## config.mk

```make
export PLATFORM = sky130hd
export DESIGN_NAME = infix_to_postfix_converter_unit
export DESIGN_NICKNAME = d
export VERILOG_FILES = /design/src/hw/rtl/itp_pkg.sv /design/src/hw/rtl/itp_front.sv /design/src/hw/rtl/itp_fifo.sv /design/src/hw/rtl/itp_exec.sv /design/src/hw/rtl/infix_to_postfix_converter_unit.sv
export SDC_FILE = /design/constraint.sdc
export NUM_CORES = 1
export LEC_CHECK = 0
export ABC_AREA = 1
export BUFFER_PORTS_ARGS = -buffer_cell sky130_fd_sc_hd__buf_4
export CORE_MARGIN = 4
export CORE_UTILIZATION = 31
export DETAILED_ROUTE_END_ITERATION = 8
export GPL_ROUTABILITY_DRIVEN = 0
export GPL_TIMING_DRIVEN = 0
export HOLD_SLACK_MARGIN = 0.05
export PLACE_DENSITY_LB_ADDON = 0.25
export SYNTH_ARGS = -nofsm -noshare
export SYNTH_HDL_FRONTEND = slang
export SYNTH_HIERARCHICAL = 1
export SYNTH_SLANG_ARGS = --single-unit
```

## constraint.sdc

```tcl
create_clock -name clk_i -period 5.6 [get_ports clk_i]
set_input_delay 0.56 -clock clk_i [delete_from_list [all_inputs] [get_ports clk_i]]
set_output_delay 0.56 -clock clk_i [all_outputs]
set_load 0.01 [all_outputs]
```

## src/hw/rtl/itp_pkg.sv

```systemverilog
// Shared types, character constants and operator helper functions for the converter.
`timescale 1ns / 1ps

package itp_pkg;

  localparam logic [7:0] CHAR_LPAREN = 8'h28;
  localparam logic [7:0] CHAR_RPAREN = 8'h29;
  localparam logic [7:0] CHAR_STAR   = 8'h2A;
  localparam logic [7:0] CHAR_PLUS   = 8'h2B;
  localparam logic [7:0] CHAR_MINUS  = 8'h2D;
  localparam logic [7:0] CHAR_SLASH  = 8'h2F;
  localparam logic [7:0] CHAR_DIG_LO = 8'h30;
  localparam logic [7:0] CHAR_DIG_HI = 8'h39;
  localparam logic [7:0] CHAR_UPP_LO = 8'h41;
  localparam logic [7:0] CHAR_UPP_HI = 8'h5A;
  localparam logic [7:0] CHAR_LOW_LO = 8'h61;
  localparam logic [7:0] CHAR_LOW_HI = 8'h7A;

  localparam int QUEUE_DEPTH = 2;
  localparam int QPTR_W      = 1;
  localparam int QCNT_W      = 2;

  typedef enum logic [2:0] {
    OP_LPAREN = 3'd0,
    OP_PLUS   = 3'd1,
    OP_MINUS  = 3'd2,
    OP_MUL    = 3'd3,
    OP_DIV    = 3'd4
  } op_code_e;

  typedef enum logic [2:0] {
    KIND_ALNUM,
    KIND_LPAREN,
    KIND_RPAREN,
    KIND_OP,
    KIND_OTHER
  } kind_e;

  typedef enum logic [2:0] {
    ST_IDLE,
    ST_RPOP,
    ST_OPOP,
    ST_FLUSH,
    ST_FIN
  } state_e;

  typedef struct packed {
    kind_e      kind;
    op_code_e   op;
    logic [7:0] ch;
    logic       expr_end;
  } cmd_t;

  typedef struct packed {
    logic [7:0] out_char;
    logic       char_present;
    logic       run_last;
    logic       expr_done;
    logic       overflow_seen;
  } res_t;

  function automatic logic [7:0] code_char(op_code_e code);
    logic [7:0] c;
    unique case (code)
      OP_LPAREN: c = CHAR_LPAREN;
      OP_PLUS:   c = CHAR_PLUS;
      OP_MINUS:  c = CHAR_MINUS;
      OP_MUL:    c = CHAR_STAR;
      OP_DIV:    c = CHAR_SLASH;
      default:   c = 8'h00;
    endcase
    return c;
  endfunction

  function automatic logic [1:0] code_prec(op_code_e code);
    logic [1:0] p;
    unique case (code)
      OP_PLUS, OP_MINUS: p = 2'd1;
      OP_MUL, OP_DIV:    p = 2'd2;
      default:           p = 2'd0;
    endcase
    return p;
  endfunction

endpackage

```

## src/hw/rtl/itp_front.sv

```systemverilog
// Input side: accepts characters and classifies them into commands for the queue.
`timescale 1ns / 1ps

module itp_front import itp_pkg::*; (
  input  logic       s_axis_tvalid,
  output logic       s_axis_tready,
  input  logic [7:0] s_axis_tdata,  // [7:0] in_char
  input  logic       s_axis_tlast,  // expr_end
  output logic       q_valid_o,
  input  logic       q_ready_i,
  output cmd_t       q_cmd_o
);

  logic [7:0] ch;
  logic       is_alnum;

  assign ch = s_axis_tdata;
  assign is_alnum = (ch >= CHAR_DIG_LO && ch <= CHAR_DIG_HI) ||
                    (ch >= CHAR_UPP_LO && ch <= CHAR_UPP_HI) ||
                    (ch >= CHAR_LOW_LO && ch <= CHAR_LOW_HI);

  always_comb begin
    q_cmd_o.ch       = ch;
    q_cmd_o.expr_end = s_axis_tlast;
    q_cmd_o.op       = OP_LPAREN;
    q_cmd_o.kind     = KIND_OTHER;
    priority if (is_alnum) begin
      q_cmd_o.kind = KIND_ALNUM;
    end else if (ch == CHAR_LPAREN) begin
      q_cmd_o.kind = KIND_LPAREN;
    end else if (ch == CHAR_RPAREN) begin
      q_cmd_o.kind = KIND_RPAREN;
    end else if (ch == CHAR_PLUS) begin
      q_cmd_o.kind = KIND_OP;
      q_cmd_o.op   = OP_PLUS;
    end else if (ch == CHAR_MINUS) begin
      q_cmd_o.kind = KIND_OP;
      q_cmd_o.op   = OP_MINUS;
    end else if (ch == CHAR_STAR) begin
      q_cmd_o.kind = KIND_OP;
      q_cmd_o.op   = OP_MUL;
    end else if (ch == CHAR_SLASH) begin
      q_cmd_o.kind = KIND_OP;
      q_cmd_o.op   = OP_DIV;
    end else begin
      q_cmd_o.kind = KIND_OTHER;
    end
  end

  assign q_valid_o     = s_axis_tvalid;
  assign s_axis_tready = q_ready_i;

endmodule

```

## src/hw/rtl/itp_fifo.sv

```systemverilog
// Short command queue between the classifier and the stack engine.
`timescale 1ns / 1ps

module itp_fifo import itp_pkg::*; (
  input  logic clk_i,
  input  logic rst_ni,
  input  logic wr_valid_i,
  output logic wr_ready_o,
  input  cmd_t wr_cmd_i,
  output logic rd_valid_o,
  input  logic rd_ready_i,
  output cmd_t rd_cmd_o
);

  cmd_t              mem_q [QUEUE_DEPTH];
  logic [QPTR_W-1:0] wr_ptr_q, wr_ptr_d;
  logic [QPTR_W-1:0] rd_ptr_q, rd_ptr_d;
  logic [QCNT_W-1:0] cnt_q, cnt_d;
  logic              do_wr;
  logic              do_rd;

  assign wr_ready_o = (cnt_q != QCNT_W'(QUEUE_DEPTH));
  assign rd_valid_o = (cnt_q != '0);
  assign rd_cmd_o   = mem_q[rd_ptr_q];
  assign do_wr      = wr_valid_i && wr_ready_o;
  assign do_rd      = rd_valid_o && rd_ready_i;

  always_comb begin
    wr_ptr_d = do_wr ? wr_ptr_q + 1'b1 : wr_ptr_q;
    rd_ptr_d = do_rd ? rd_ptr_q + 1'b1 : rd_ptr_q;
    cnt_d    = cnt_q;
    if (do_wr && !do_rd) begin
      cnt_d = cnt_q + 1'b1;
    end else if (!do_wr && do_rd) begin
      cnt_d = cnt_q - 1'b1;
    end
  end

  always_ff @(posedge clk_i or negedge rst_ni) begin
    if (!rst_ni) begin
      wr_ptr_q <= '0;
      rd_ptr_q <= '0;
      cnt_q    <= '0;
    end else begin
      wr_ptr_q <= wr_ptr_d;
      rd_ptr_q <= rd_ptr_d;
      cnt_q    <= cnt_d;
    end
  end

  always_ff @(posedge clk_i) begin
    if (do_wr) begin
      mem_q[wr_ptr_q] <= wr_cmd_i;
    end
  end

endmodule

```

## src/hw/rtl/itp_exec.sv

```systemverilog
// Stack engine: one operator stack push or pop per cycle unless stalled; drives result register.
`timescale 1ns / 1ps

module itp_exec import itp_pkg::*; #(
  parameter int STACK_DEPTH = 16
) (
  input  logic clk_i,
  input  logic rst_ni,
  input  logic q_valid_i,
  output logic q_ready_o,
  input  cmd_t q_cmd_i,
  output logic m_valid_o,
  input  logic m_ready_i,
  output res_t m_res_o
);

  localparam int CntW = $clog2(STACK_DEPTH + 1);
  localparam int IdxW = $clog2(STACK_DEPTH);

  state_e          state_q, state_d;
  cmd_t            cur_q;
  op_code_e        stk_q [STACK_DEPTH];
  logic [CntW-1:0] count_q, count_d;
  logic            flag_q, flag_d;
  logic            hold_valid_q, hold_valid_d;
  logic [7:0]      hold_char_q;
  logic            out_valid_q, out_valid_d;
  res_t            out_q, out_d;

  logic            stk_empty;
  logic            stk_full;
  logic [IdxW-1:0] top_idx;
  op_code_e        top_op;
  logic            top_is_lp;
  logic            out_free;
  logic            can_prod;
  logic            op_pops;
  state_e          after_cur;
  state_e          after_new;

  logic            load_cur;
  logic            produce;
  logic [7:0]      prod_char;
  logic            pop;
  logic            push;
  op_code_e        push_code;
  logic            fin_load;
  logic            fin_bare;
  logic            out_load;

  assign stk_empty = (count_q == '0);
  assign stk_full  = (count_q == CntW'(STACK_DEPTH));
  assign top_idx   = stk_empty ? '0 : IdxW'(count_q - 1'b1);
  assign top_op    = stk_q[top_idx];
  assign top_is_lp = (top_op == OP_LPAREN);
  assign out_free  = !out_valid_q || m_ready_i;
  assign can_prod  = !hold_valid_q || out_free;
  assign op_pops   = !stk_empty && (code_prec(top_op) >= code_prec(cur_q.op));
  assign after_cur = cur_q.expr_end ? ST_FLUSH : ST_FIN;
  assign after_new = q_cmd_i.expr_end ? ST_FLUSH : ST_FIN;

  always_comb begin
    state_d = state_q;
    unique case (state_q)
      ST_IDLE: begin
        if (q_valid_i) begin
          unique case (q_cmd_i.kind)
            KIND_RPAREN: state_d = ST_RPOP;
            KIND_OP:     state_d = ST_OPOP;
            default:     state_d = after_new;
          endcase
        end
      end
      ST_RPOP: begin
        if (stk_empty || top_is_lp) begin
          state_d = after_cur;
        end
      end
      ST_OPOP: begin
        if (!op_pops) begin
          state_d = after_cur;
        end
      end
      ST_FLUSH: begin
        if (stk_empty) begin
          state_d = ST_FIN;
        end
      end
      ST_FIN: begin
        if (hold_valid_q || cur_q.expr_end) begin
          if (out_free) begin
            state_d = ST_IDLE;
          end
        end else begin
          state_d = ST_IDLE;
        end
      end
      default: state_d = ST_IDLE;
    endcase
  end

  always_comb begin
    q_ready_o = 1'b0;
    load_cur  = 1'b0;
    produce   = 1'b0;
    prod_char = code_char(top_op);
    pop       = 1'b0;
    push      = 1'b0;
    push_code = cur_q.op;
    fin_load  = 1'b0;
    fin_bare  = 1'b0;
    unique case (state_q)
      ST_IDLE: begin
        q_ready_o = 1'b1;
        if (q_valid_i) begin
          load_cur = 1'b1;
          if (q_cmd_i.kind == KIND_ALNUM) begin
            produce   = 1'b1;
            prod_char = q_cmd_i.ch;
          end
          if (q_cmd_i.kind == KIND_LPAREN) begin
            push      = 1'b1;
            push_code = OP_LPAREN;
          end
        end
      end
      ST_RPOP, ST_FLUSH: begin
        if (!stk_empty) begin
          if (top_is_lp) begin
            pop = 1'b1;
          end else if (can_prod) begin
            produce = 1'b1;
            pop     = 1'b1;
          end
        end
      end
      ST_OPOP: begin
        if (op_pops) begin
          if (can_prod) begin
            produce = 1'b1;
            pop     = 1'b1;
          end
        end else begin
          push = 1'b1;
        end
      end
      ST_FIN: begin
        if (out_free) begin
          if (hold_valid_q) begin
            fin_load = 1'b1;
          end else if (cur_q.expr_end) begin
            fin_load = 1'b1;
            fin_bare = 1'b1;
          end
        end
      end
      default: begin
        q_ready_o = 1'b0;
      end
    endcase
  end

  assign out_load = (produce && hold_valid_q) || fin_load;

  always_comb begin
    count_d = count_q;
    if (pop) begin
      count_d = count_q - 1'b1;
    end else if (push && !stk_full) begin
      count_d = count_q + 1'b1;
    end
    flag_d = flag_q || (push && stk_full);

    hold_valid_d = hold_valid_q;
    if (produce) begin
      hold_valid_d = 1'b1;
    end else if (fin_load) begin
      hold_valid_d = 1'b0;
    end

    out_d.out_char      = fin_bare ? 8'h00 : hold_char_q;
    out_d.char_present  = !fin_bare;
    out_d.run_last      = fin_load;
    out_d.expr_done     = fin_load && cur_q.expr_end;
    out_d.overflow_seen = flag_q;

    if (out_load) begin
      out_valid_d = 1'b1;
    end else if (m_ready_i) begin
      out_valid_d = 1'b0;
    end else begin
      out_valid_d = out_valid_q;
    end
  end

  always_ff @(posedge clk_i or negedge rst_ni) begin
    if (!rst_ni) begin
      state_q      <= ST_IDLE;
      count_q      <= '0;
      flag_q       <= 1'b0;
      hold_valid_q <= 1'b0;
      out_valid_q  <= 1'b0;
    end else begin
      state_q      <= state_d;
      count_q      <= count_d;
      flag_q       <= flag_d;
      hold_valid_q <= hold_valid_d;
      out_valid_q  <= out_valid_d;
    end
  end

  always_ff @(posedge clk_i) begin
    if (load_cur) begin
      cur_q <= q_cmd_i;
    end
    if (produce) begin
      hold_char_q <= prod_char;
    end
    if (out_load) begin
      out_q <= out_d;
    end
    if (push && !stk_full) begin
      stk_q[IdxW'(count_q)] <= push_code;
    end
  end

  assign m_valid_o = out_valid_q;
  assign m_res_o   = out_q;

endmodule

```

## src/hw/rtl/infix_to_postfix_converter_unit.sv

```systemverilog
// Top level of the infix to postfix converter.
//
// The slave stream takes one infix character per transaction in tdata, with tlast marking
// the final character of an expression. The master stream gives the postfix characters:
// tdata carries the character, tlast marks the last result of one input transaction, and
// tuser carries the presence flag, the end-of-expression flag and the sticky overflow flag.
// An end-of-expression transaction always yields a result with the end flag set, carrying
// no character when the expression produced nothing more.
// Accepted characters are classified and placed in a two-entry queue; the stack engine then
// handles one stack push or pop per cycle unless stalled by the output. A letter, digit, open
// paren or ignored character passes through the idle and finish states. An operator pops every
// stacked operator of equal or higher precedence, pushes itself and then finishes; a close
// paren pops operators down to its open paren and pops that too. An end transaction then
// flushes every stack entry before finishing. The engine takes the next command from the queue
// only when back in its idle state. Results wait in hold and output registers while the
// classifier keeps filling the queue; when the receiver holds tready low the engine stalls once
// both are full. Reset clears the stack, the queue, the overflow flag and the output register.
`timescale 1ns / 1ps

module infix_to_postfix_converter_unit import itp_pkg::*; #(
  parameter int STACK_DEPTH = 16
) (
  input  logic       clk_i,
  input  logic       rst_ni,
  input  logic       s_axis_tvalid,
  output logic       s_axis_tready,
  input  logic [7:0] s_axis_tdata,  // [7:0] in_char
  input  logic       s_axis_tlast,  // expr_end
  output logic       m_axis_tvalid,
  input  logic       m_axis_tready,
  output logic [7:0] m_axis_tdata,  // [7:0] out_char
  output logic       m_axis_tlast,  // run_last
  output logic [2:0] m_axis_tuser   // [0] char_present, [1] expr_done, [2] overflow_seen
);

  logic fq_valid;
  logic fq_ready;
  cmd_t fq_cmd;
  logic qe_valid;
  logic qe_ready;
  cmd_t qe_cmd;
  res_t res;

  itp_front u_front (
    .s_axis_tvalid (s_axis_tvalid),
    .s_axis_tready (s_axis_tready),
    .s_axis_tdata  (s_axis_tdata),
    .s_axis_tlast  (s_axis_tlast),
    .q_valid_o     (fq_valid),
    .q_ready_i     (fq_ready),
    .q_cmd_o       (fq_cmd)
  );

  itp_fifo u_fifo (
    .clk_i      (clk_i),
    .rst_ni     (rst_ni),
    .wr_valid_i (fq_valid),
    .wr_ready_o (fq_ready),
    .wr_cmd_i   (fq_cmd),
    .rd_valid_o (qe_valid),
    .rd_ready_i (qe_ready),
    .rd_cmd_o   (qe_cmd)
  );

  itp_exec #(
    .STACK_DEPTH (STACK_DEPTH)
  ) u_exec (
    .clk_i     (clk_i),
    .rst_ni    (rst_ni),
    .q_valid_i (qe_valid),
    .q_ready_o (qe_ready),
    .q_cmd_i   (qe_cmd),
    .m_valid_o (m_axis_tvalid),
    .m_ready_i (m_axis_tready),
    .m_res_o   (res)
  );

  assign m_axis_tdata = res.out_char;
  assign m_axis_tlast = res.run_last;
  assign m_axis_tuser = {res.overflow_seen, res.expr_done, res.char_present};

endmodule
```

Yosys cells after proc, flatten, opt, wreduce, memory -nomap -nowiden
Memory sizes are Yosys's and may differ from the RTL's.
Index checks and enable logic that the tools add are counted.

storage, ports and cells
  register bits = 39
  bits in latches = 0
  RAM bits = 78
  memory bits (read-only) = 0
  input bits = 13
  word-level logic and storage cells = 168
  memories = 2

cells by class
  add/sub/neg operators = 6
  multiply operators = 0
  div/mod/pow operators = 0
  $lt $le $gt $ge = 7
  equality and inequality tests = 28
  shift-type cells = 0
  muxes and demuxes = 67
  bitwise operators = 0
  reduce and logical (&&, ||, !) cells = 42

memories
  name          depth  bits a word  read ports  clocked after Yosys merged registers in  wr ports  RTL line        RTL
  u_exec.stk_q  16     3            1           0                                        1         itp_exec.sv:22  op_code_e stk_q [STACK_DEPTH];
  u_fifo.mem_q  2      15           1           0                                        1         itp_fifo.sv:15  cmd_t mem_q [QUEUE_DEPTH];

operators by type and width
  cell                number
  $mux 3              19
  $eq 8x6->1 const B  6
  $pmux 6 s5          1
  $mux 1              29
  $eq 3x2->1 const B  8
  $mux 8              3
  $mux 6              3
  $ge 8x7->1 const B  2
  $le 8x7->1 const B  2
  $pmux 3 s5          1
  $eq 3x1->1 const B  4
  $logic_and 1x1->1   12
  $mux 5              2
  $reduce_bool 2->1   5
  $reduce_or 2->1     5
  $eq 3x3->1 const B  3
  $logic_not 3->1     3
  $ge 8x6->1 const B  1
  $le 8x6->1 const B  1
  $logic_or 1x1->1    8
  $pmux 2 s2          2
  $logic_not 1->1     7
  $ne 2x2->1 const B  3
  $pmux 3 s2          1
  15 further kinds    19

Longest topological paths before layout
Gate-level depths: netlist of run 1.
An unclocked memory read counts as a cell.

  depth in word-level cells = 13
  mapped depth = 33

Cells and area by module
The synthesis of run 1 kept the hierarchy.

modules (own cells, without submodules)
  module     times used  cells an instance  area each (µm²)  seq. area each (µm²)
  itp_exec   1           425                4095.2           2437.3
  itp_fifo   1           107                1363.8           1001.0
  itp_front  1           51                 281.5            0.0

Least setup slack after synthesis of run 1
OpenSTA, ideal clock, no wires.

  path kind = register to register
  from = reg u_exec.count_q[0]
  to = reg u_exec.out_q, in the netlist u_exec/m_res_o[0], enable pin
  setup time = 0.350 ns
  arrival = 3.564 ns
  required time = 5.250 ns
  path slack = 1.686 ns
  cell stages (with the launch flop) = 27
  path buffers = 3
  clock period less this slack = 3.914 ns
  cell sequence = dfrtp_1 > inv_2 > buf_2 > buf_2 > ha_1 > inv_1 > nand2_1 > nand2_1 > nand2_4 > buf_6 > o21ai_1 > o21ai_1 > nand2_1 > nand3_1 > nand2_2 > inv_1 > nand2_2 > nand2_1 > inv_1 > ha_1 > a21boi_0 > o21ai_1 > nor3_1 > nor2_1 > nand2_1 > nand2_1 > nand2_1

on the way
  word-level cells in the longest chain between the ends = 12
  elaborated cells on any way between the ends = 21
  those cells by class = add/sub (1); order compare (1); eq/ne (4); mux (6); reduce/logical (8); memory (1)

ends and longest elaborated chain
  element                                         RTL line                        RTL
  start: declaration                              itp_exec.sv:23                  logic [CntW-1:0] count_q, count_d;
  start signal: assignment                        itp_exec.sv:205                 count_q <= count_d;
  $sub 5x1->5 or $logic_not 5->1 (tied branches)  itp_exec.sv:53, itp_exec.sv:51
  $mux 4                                          itp_exec.sv:53                  assign top_idx = stk_empty ? '0 : IdxW'(count_q - 1'b1);
  $mem_v2 16x3                                    -
  $eq 3x2->1, or another cell as far along        itp_pkg.sv:77                   unique case (code)
  $reduce_or 2->1                                 itp_pkg.sv:77
  $pmux 2 s2                                      itp_pkg.sv:77
  $ge 2x2->1                                      itp_exec.sv:58                  assign op_pops = !stk_empty && (code_prec(top_op) >= code_prec(cur_q.op));
  $logic_and 1x1->1                               itp_exec.sv:58
  $mux 1                                          itp_exec.sv:138                 if (op_pops) begin
  $pmux 1 s3 *                                    itp_exec.sv:112                 unique case (state_q)
  $logic_and 1x1->1 *                             itp_exec.sv:163                 assign out_load = (produce && hold_valid_q) || fin_load;
  $logic_or 1x1->1 *                              itp_exec.sv:163
  named net u_exec.out_load                       itp_exec.sv:49                  logic out_load;
  end signal: assignment                          itp_exec.sv:220                 out_q <= out_d;
  end: declaration                                itp_exec.sv:28                  res_t out_q, out_d;

The timed path passes the listed nets; every way through them passes the cells marked *.
A chain may end at the register's enable or synchronous reset.

Worst setup path in the final report of run 1
  from = reg u_exec.count_q[0]
  to = mem u_exec/stk_q[4][0] in the netlist's numbering, enable pin

on the way
  word-level cells in the longest chain between the ends = 13
  elaborated cells on any way between the ends = 21
  those cells by class = add/sub (1); order compare (1); eq/ne (5); mux (6); reduce/logical (7); memory (1)

ends and longest elaborated chain
  element                                         RTL line                        RTL
  $sub 5x1->5 or $logic_not 5->1 (tied branches)  itp_exec.sv:53, itp_exec.sv:51
  $mux 4                                          itp_exec.sv:53
  $mem_v2 16x3                                    -
  $eq 3x2->1, or another cell as far along        itp_pkg.sv:77
  $reduce_or 2->1                                 itp_pkg.sv:77
  $pmux 2 s2                                      itp_pkg.sv:77
  $ge 2x2->1                                      itp_exec.sv:58
  $logic_and 1x1->1                               itp_exec.sv:58
  $mux 1                                          itp_exec.sv:138
  $pmux 1 s2                                      itp_exec.sv:112
  $logic_and 1x1->1                               itp_exec.sv:222                 if (push && !stk_full) begin
  $mux 1                                          itp_exec.sv:222
  $mux 1 (not written as such)                    itp_exec.sv:223                 stk_q[IdxW'(count_q)] <= push_code;
  end: declaration                                itp_exec.sv:22

Parallel ways exist; a longest one is shown, timed or not.

==> results of run 1 <==
==> kinds of logic after synthesis <==
group	after synthesis	synth area share [%]
AO/OA/AOI/OAI	29	2.81
XOR/XNOR	6	1.05
adder cells (fa/ha/maj)	8	1.74
buffers and inverters	105	8.67
flip-flops	117	59.9
AND/OR/NAND/NOR	318	25.8
==> critical path, cell delays in order, from the launching register on <==
cell and delay (ns):
dfrtp_1 0.45, inv_2 0.14, buf_2 0.23, buf_2 0.31, ha_1 0.27, nand3_4 0.15, nand2_1 0.27, inv_1 0.16
nand3_1 0.12, nand3_1 0.18, nand2_1 0.22, nor2_4 0.07, inv_1 0.09, nand2_2 0.07, nand2_1 0.06, inv_1 0.04
ha_1 0.27, a21boi_0 0.13, o21ai_1 0.24, nand3_1 0.11, nand2_1 0.11, inv_1 0.10, nor2_4 0.17, inv_1 0.14
nor3_1 0.55
==> per-stage QoR <==
step                      power [mW]  setup WS [ns]  hold WS (ns)  std cells
final                           4.73          0.562         0.327        869
after global routing            5.12          0.100         0.316        869
after CTS                       4.79          0.545         0.306        869
after detailed placement        3.61          0.566         0.439        836
after global placement          3.56          0.630         0.439        836
after floorplan                 3.00           1.69         0.264        583
==> power groups by stage <==
stage	Combinational, mW	Clock, mW	Sequential (mW)
after CTS	2.16	1.19	1.45
after global placement	2.11	0	1.46
after floorplan	1.55	0	1.46
after detailed placement	2.15	0	1.46
final	2.13	1.16	1.44
after global routing	2.42	1.23	1.47
==> how the worst min path moves through the flow <==
stage | endpoint | slack (ns) | cells after the start
floorplan | u_exec/count_q[0] | 0.26 | 0
global placement | u_exec/m_valid_o | 0.44 | 1
detailed placement | u_exec/m_valid_o | 0.44 | 1
CTS | u_fifo/mem_q[0][0] | 0.31 | 1
global route | u_fifo/mem_q[0][0] | 0.32 | 1
finish | u_fifo/mem_q[0][0] | 0.33 | 1
==> area by class of cell <==
type / instances / area, um^2
multi-input combinational: 361 / 1810
clock buffer: 23 / 488
inverter: 83 / 319
buffer: 22 / 179
timing repair buffer: 25 / 190
fill: 1794 / 11200
tap: 229 / 287
sequential: 117 / 3440
clock inverter: 9 / 148
==> synth_stat cells (3+ instances only) <==
master / count
nand2_1: 140
edfxtp_1: 102
inv_1: 75
nor2_1: 70
nand3_1: 54
dfrtp_1: 15
buf_4: 13
o21ai_0: 13
nand2_2: 12
nand3b_1: 11
ha_1: 8
nor3_1: 8
o21ai_1: 8
inv_2: 7
buf_6: 6
nand2_4: 5
nor2_4: 5
nand4_1: 4
o211ai_1: 3
or2_2: 3
xor2_1: 3
==> state kept, by name (all words and copies together) (netlist names) <==
register,cells
u_fifo/wr_ptr_q,1
u_exec/state_q,3
u_exec/flag_q,1
u_exec/stk_q,48
u_fifo/rd_ptr_q,1
u_exec/cur_q,4
u_exec/m_res_o,12
u_exec/m_valid_o,1
u_exec/count_q,5
u_fifo/cnt_q,2
u_exec/hold_char_q,8
u_exec/hold_valid_q,1
u_fifo/mem_q,30
==> per-layer routing <==
metal / vias to the layer above / track usage [%] / part of all wire, % / routed length, um
li1: 1989 / - / - / -
met1: 1877 / 15.4 / 45 / 5380
met2: 61 / 21.3 / 49 / 5960
met3: 9 / 4.17 / 4.8 / 582
met4: 0 / 3.72 / 1.0 / 121
met5: - / 0 / 0 / 0
==> timing repair <==
action | in CTS | in global routing
endpoints found under the setup margin | 0 | 0
buffers inserted | 0 | 0
hold endpoints to repair | 15 | 0
hold buffers | 1 | 0
==> impl_metrics.yaml, run 1 <==
sta:
  rsz0062_at_grt: "no"
  finalMaxSlewViolations: 0
  max_slew_margin_pct: 12.7
  clock_skew_ns: 0.00584
  fmax_mhz: 198
  fin_setup_tns_ns: 0
  fin_crit_ns: 5.04
  worst_pin_slew_ns: 1.31
  fin_crit_sh_pct: 90.0
  finalSetupViolCount: 0
  final-hold-violation-count: 0
grt:
  grt_max_degree: 17
  antenna_found_initial: 0
  grt_pass1_wl_um: 20000
  grt_use_total_pct: 12.6
  grt_overflow_total: 0
  first_global_vias: 4000
power_and_ir_drop:
  seqPwrFrac_pct: 30.5
  power_leakage_nw: 2.96
  switching_share_pct: 40.5
  p_clk_share_pct: 24.5
  netSwitchingPower_mw: 1.92
  irDropWorstVdd_mv: 0.349
  intPower_mw: 2.82
  powerDensity_nw_per_um2: 690
  combPwrFrac_pct: 45.0
critical_path:
  cp-start-kind: "flop"
  startpoint: "u_exec/count_q[0]"
  critical_path.max_fanout: 12
  reg2reg_to: "u_exec/stk_q[4][0]"
  cp.arrival_ns: 5.08
  required_ns: 5.64
  crit_type: "reg -> reg"
  r2r-start: "u_exec/count_q[0]"
  r2r_cells: 24
  cp-end-kind: "flop"
  ff2ff_setup_slack_ns: 0.56
  crit_path_end: "u_exec/stk_q[4][0]"
synth:
  syn_avg_cell_area_um2: 9.85
  yosys-top-cells-area: "edfxtp_1 53%, nand2_1 9.2%, dfrtp_1 6.5%"
  netlist_area_um2: 5740
  ys_seq_elements: 117
  synth_cell_types: 36
  yosys.area.top_type: "edfxtp_1"
  dominantRegCellSynth: "edfxtp_1"
  syn-num-nets: 604
  yosysWarningCount: 6
  ys_async_sr_fraction_pct: 12.8
  yosys.area.top_type_share_pct: 53.4
  postSynthCellCount: 583
  synth.yosys.seq_area_share_pct: 59.9
  synth_edf_count: 102
clock_network:
  cts_tree: "built"
  htreeDepth: 4
  insertion_delay_ns: 0.42
  cts.sinks: 117
  cts-resized-gates: 0
  root_buffer: "clkbuf_16"
  cts.clk_slew.worst_paths_ns: 0.05
  numCtsBuffers: 17
  cts_buffer_depth: 2
final_layout:
  final_common_cell: "nand2_1"
  area_growth_pct: 19.5
  drive_gt1_share_pct: 17.8
  diodes: 0
  utilization_pct: 37.9
  nNetsFinal: 648
  post-route-cell-area_um2: 6860
  final_cell_mix: "140 x nand2_1, 102 x edfxtp_1, 75 x inv_1"
die:
  io_pins: 27
  dieWidth_um: 144
  die_area_um2: 20800
  core_region_area_um2: 18100
  fp.dieH_um: 144
  fp-row-count: 49
  start_util_pct: 31.7
drt:
  ant_nets: 0
  drtIter0Drc: 179
  avgViaCountPerCell: 4.53
  routed_wl_um: 12000
  vias: 3936
  drc_errors: 0
  dr.pass1.iters: 5
  routedWlPerCell_um: 13.9
hold_path:
  hp-start: "s_axis_tlast"
  hp-class: "in -> reg"
placed_design:
  io_buffers: 24
  dp_hpwl_um: 8570
  place_area_um2: 6210
job:
  max_cap_viol_count: 0
status:
  outcome: "complete, no violations"
Note: power is estimated with default switching activity, not from simulation.
==> inputs of run 2 (changes only) <==
- GPL_TIMING_DRIVEN: 0 -> not set
==> run 2 against run 1 <==
  * Sequential cell count unchanged
  * Clock power shrank 16%
  * Die area unchanged
  * Critical path depth shrank 3
  * Combinational power shrank 6%
  * Utilization decreased by 1.3 points
  * Sequential share of layout area up 1.8 points
  * Cell count fell by 1.8%
  * Register-to-register slack improved by 0.25 ns
  * First-iteration DRC count rose by 21%
  * Via count shrank 0.20%
  * Sequential power hardly changed
  * Critical endpoint is now u_exec/m_res_o[6]
  * Largest cell class unchanged
  * Largest power group unchanged
==> impl_metrics.yaml, run 2 (synthesis results as in run 1) <==
status:
  outcome: "complete, no violations"
final_layout:
  drive_gt1_share_pct: 15.4
  utilization_pct: 36.6
  final_common_cell: "nand2_1"
  filler_cell_count: 1767
  largest_reg_flops: 48
  area_growth_pct: 15.3
  post-route-cell-area_um2: 6620
  nNetsFinal: 632
  largest-register: "u_exec/stk_q"
  diodes: 0
  final_cell_mix: "140 x nand2_1, 102 x edfxtp_1, 75 x inv_1"
sta:
  fin_crit_ns: 4.79
  max_slew_margin_pct: 12.4
  finalSetupViolCount: 0
  finalMaxSlewViolations: 0
  final-hold-violation-count: 0
  fmax_mhz: 209
  fin_crit_sh_pct: 85.6
  fin_setup_tns_ns: 0
  clock_skew_ns: 0.0135
  worst_pin_slew_ns: 1.31
  rsz0062_at_grt: "no"
clock_network:
  root_buffer: "clkbuf_16"
  cts.clk_slew.worst_paths_ns: 0.05
  cts_tree: "built"
  cts.sinks: 117
  cts-resized-gates: 0
  numCtsBuffers: 17
  insertion_delay_ns: 0.41
  cts_buffer_depth: 2
  htreeDepth: 4
drt:
  vias: 3928
  avgViaCountPerCell: 4.60
  dr.pass1.iters: 5
  met3_wirelength_um: 600
  route.met2.wl_um: 5770
  highest_layer: "met4"
  wl_met1_um: 5480
  drc_errors: 0
  drtIter0Drc: 217
  routedWlPerCell_um: 14.1
  routed_wl_um: 12000
  ant_nets: 0
critical_path:
  cp_slowest_stage_delay_ns: 0.44
  cp-start-kind: "flop"
  path_cells: "inv_2, ha_1, nand3_4, nand2_1, inv_1, nand3_1, nand3_1, nand2_1, nor2_4, inv_1, nand2_2, nand2_1, inv_1, ha_1, a21boi_0, o21ai_1, nor3_1, nor2_1, nand2_1, nand2_1, nand2_1"
  cp_num_buf_inv: 4
  required_ns: 5.64
  critPathSlowestCell: "dfrtp_1"
  crit_type: "reg -> reg"
  cp_common_cell: "nand2_1"
  cp.arrival_ns: 4.84
  crit_family: "simple AND/OR/NAND/NOR gates"
  critical_path.max_fanout: 33
  cp-end-kind: "flop"
grt:
  grt_use_total_pct: 12.5
  antenna_found_initial: 0
  grt_overflow_total: 0
  first_global_vias: 3910
  grt_pass1_wl_um: 20100
  grt_max_degree: 34
hold_path:
  hp-class: "in -> reg"
power_and_ir_drop:
  irDropWorstVdd_mv: 0.331
  power_leakage_nw: 2.83
  powerDensity_nw_per_um2: 673
die:
  fp.dieH_um: 144
  fp-row-count: 49
  start_util_pct: 31.7
  die_area_um2: 20800
  io_pins: 27
  dieWidth_um: 144
  core_region_area_um2: 18100
placed_design:
  io_buffers: 26
  place_area_um2: 6070
  dp_hpwl_um: 8390
job:
  max_cap_viol_count: 0
[run 2: path summary, 6_finish.rpt]
| kind | start | to | slack (ns) | depth (start not counted) |
|---|---|---|---|---|
| max in group asynchronous | rst_ni | u_exec/count_q[2] | 4.85 | 2 |
| worst max register to register | u_exec/count_q[0] | u_exec/m_res_o[6] | 0.81 | 21 |
| worst min-delay path | s_axis_tlast | u_fifo/mem_q[1][0] | 0.33 | 1 |
| worst max-delay path | u_exec/count_q[0] | u_exec/m_res_o[6] | 0.81 | 21 |
| min in group asynchronous | rst_ni | u_fifo/wr_ptr_q | 0.55 | 2 |
| worst min register to register | u_exec/count_q[4] | u_exec/count_q[4] | 0.48 | 2 |
[run 2: routing by layer]
layer	track usage, %	vias to the layer above
met5	0	-
met4	5.05	0
met3	3.21	14
met2	20.0	102
met1	16.2	1861
li1	-	1951
[run 2: what timing repair did]
action                                 in CTS  in global routing
endpoints found under the hold margin      15                  0
hold buffers                                1                  0
setup endpoints to repair                   0                  0
setup buffers                               0                  0
[run 2: per-stage QoR]
| stage | power [mW] | setup slack [ns] | std cells | hold WS [ns] |
|---|---|---|---|---|
| finish | 4.46 | 0.808 | 853 | 0.333 |
| global placement | 3.47 | 0.883 | 820 | 0.437 |
| detailed placement | 3.49 | 0.818 | 820 | 0.448 |
| global route | 4.83 | 0.255 | 853 | 0.316 |
| CTS | 4.50 | 0.784 | 853 | 0.313 |
| floorplan | 3.00 | 1.69 | 583 | 0.264 |
[run 2: area by class of cell]
cell class | instances | area, um^2 | area share (%)
clock inverters | 10 | 83.8 | 1.27
clock buffers | 22 | 454 | 6.86
inverters | 83 | 319 | 4.82
multi-input cells | 361 | 1800 | 27.2
well taps | 229 | 287 | 4.33
repair buffers | 31 | 235 | 3.55
flip-flops and latches | 117 | 3440 | 51.9
[run 2: report_power, final]
group          total (mW)  internal (mW)  switching, mW
Clock               0.977          0.616          0.362
Sequential           1.47           1.34          0.129
Combinational        2.01          0.630           1.38
Total                4.46           2.59           1.87
[run 2: worst register-to-register path, cell delays in order (launching register included)]
cell and delay, ns:
dfrtp_1 0.44, inv_2 0.44, ha_1 0.32, nand3_4 0.30
nand2_1 0.33, inv_1 0.17, nand3_1 0.14, nand3_1 0.11
nand2_1 0.17, nor2_4 0.07, inv_1 0.08, nand2_2 0.07
nand2_1 0.06, inv_1 0.04, ha_1 0.25, a21boi_0 0.17
o21ai_1 0.11, nor3_1 0.23, nor2_1 0.09, nand2_1 0.32
nand2_1 0.12, nand2_1 0.42
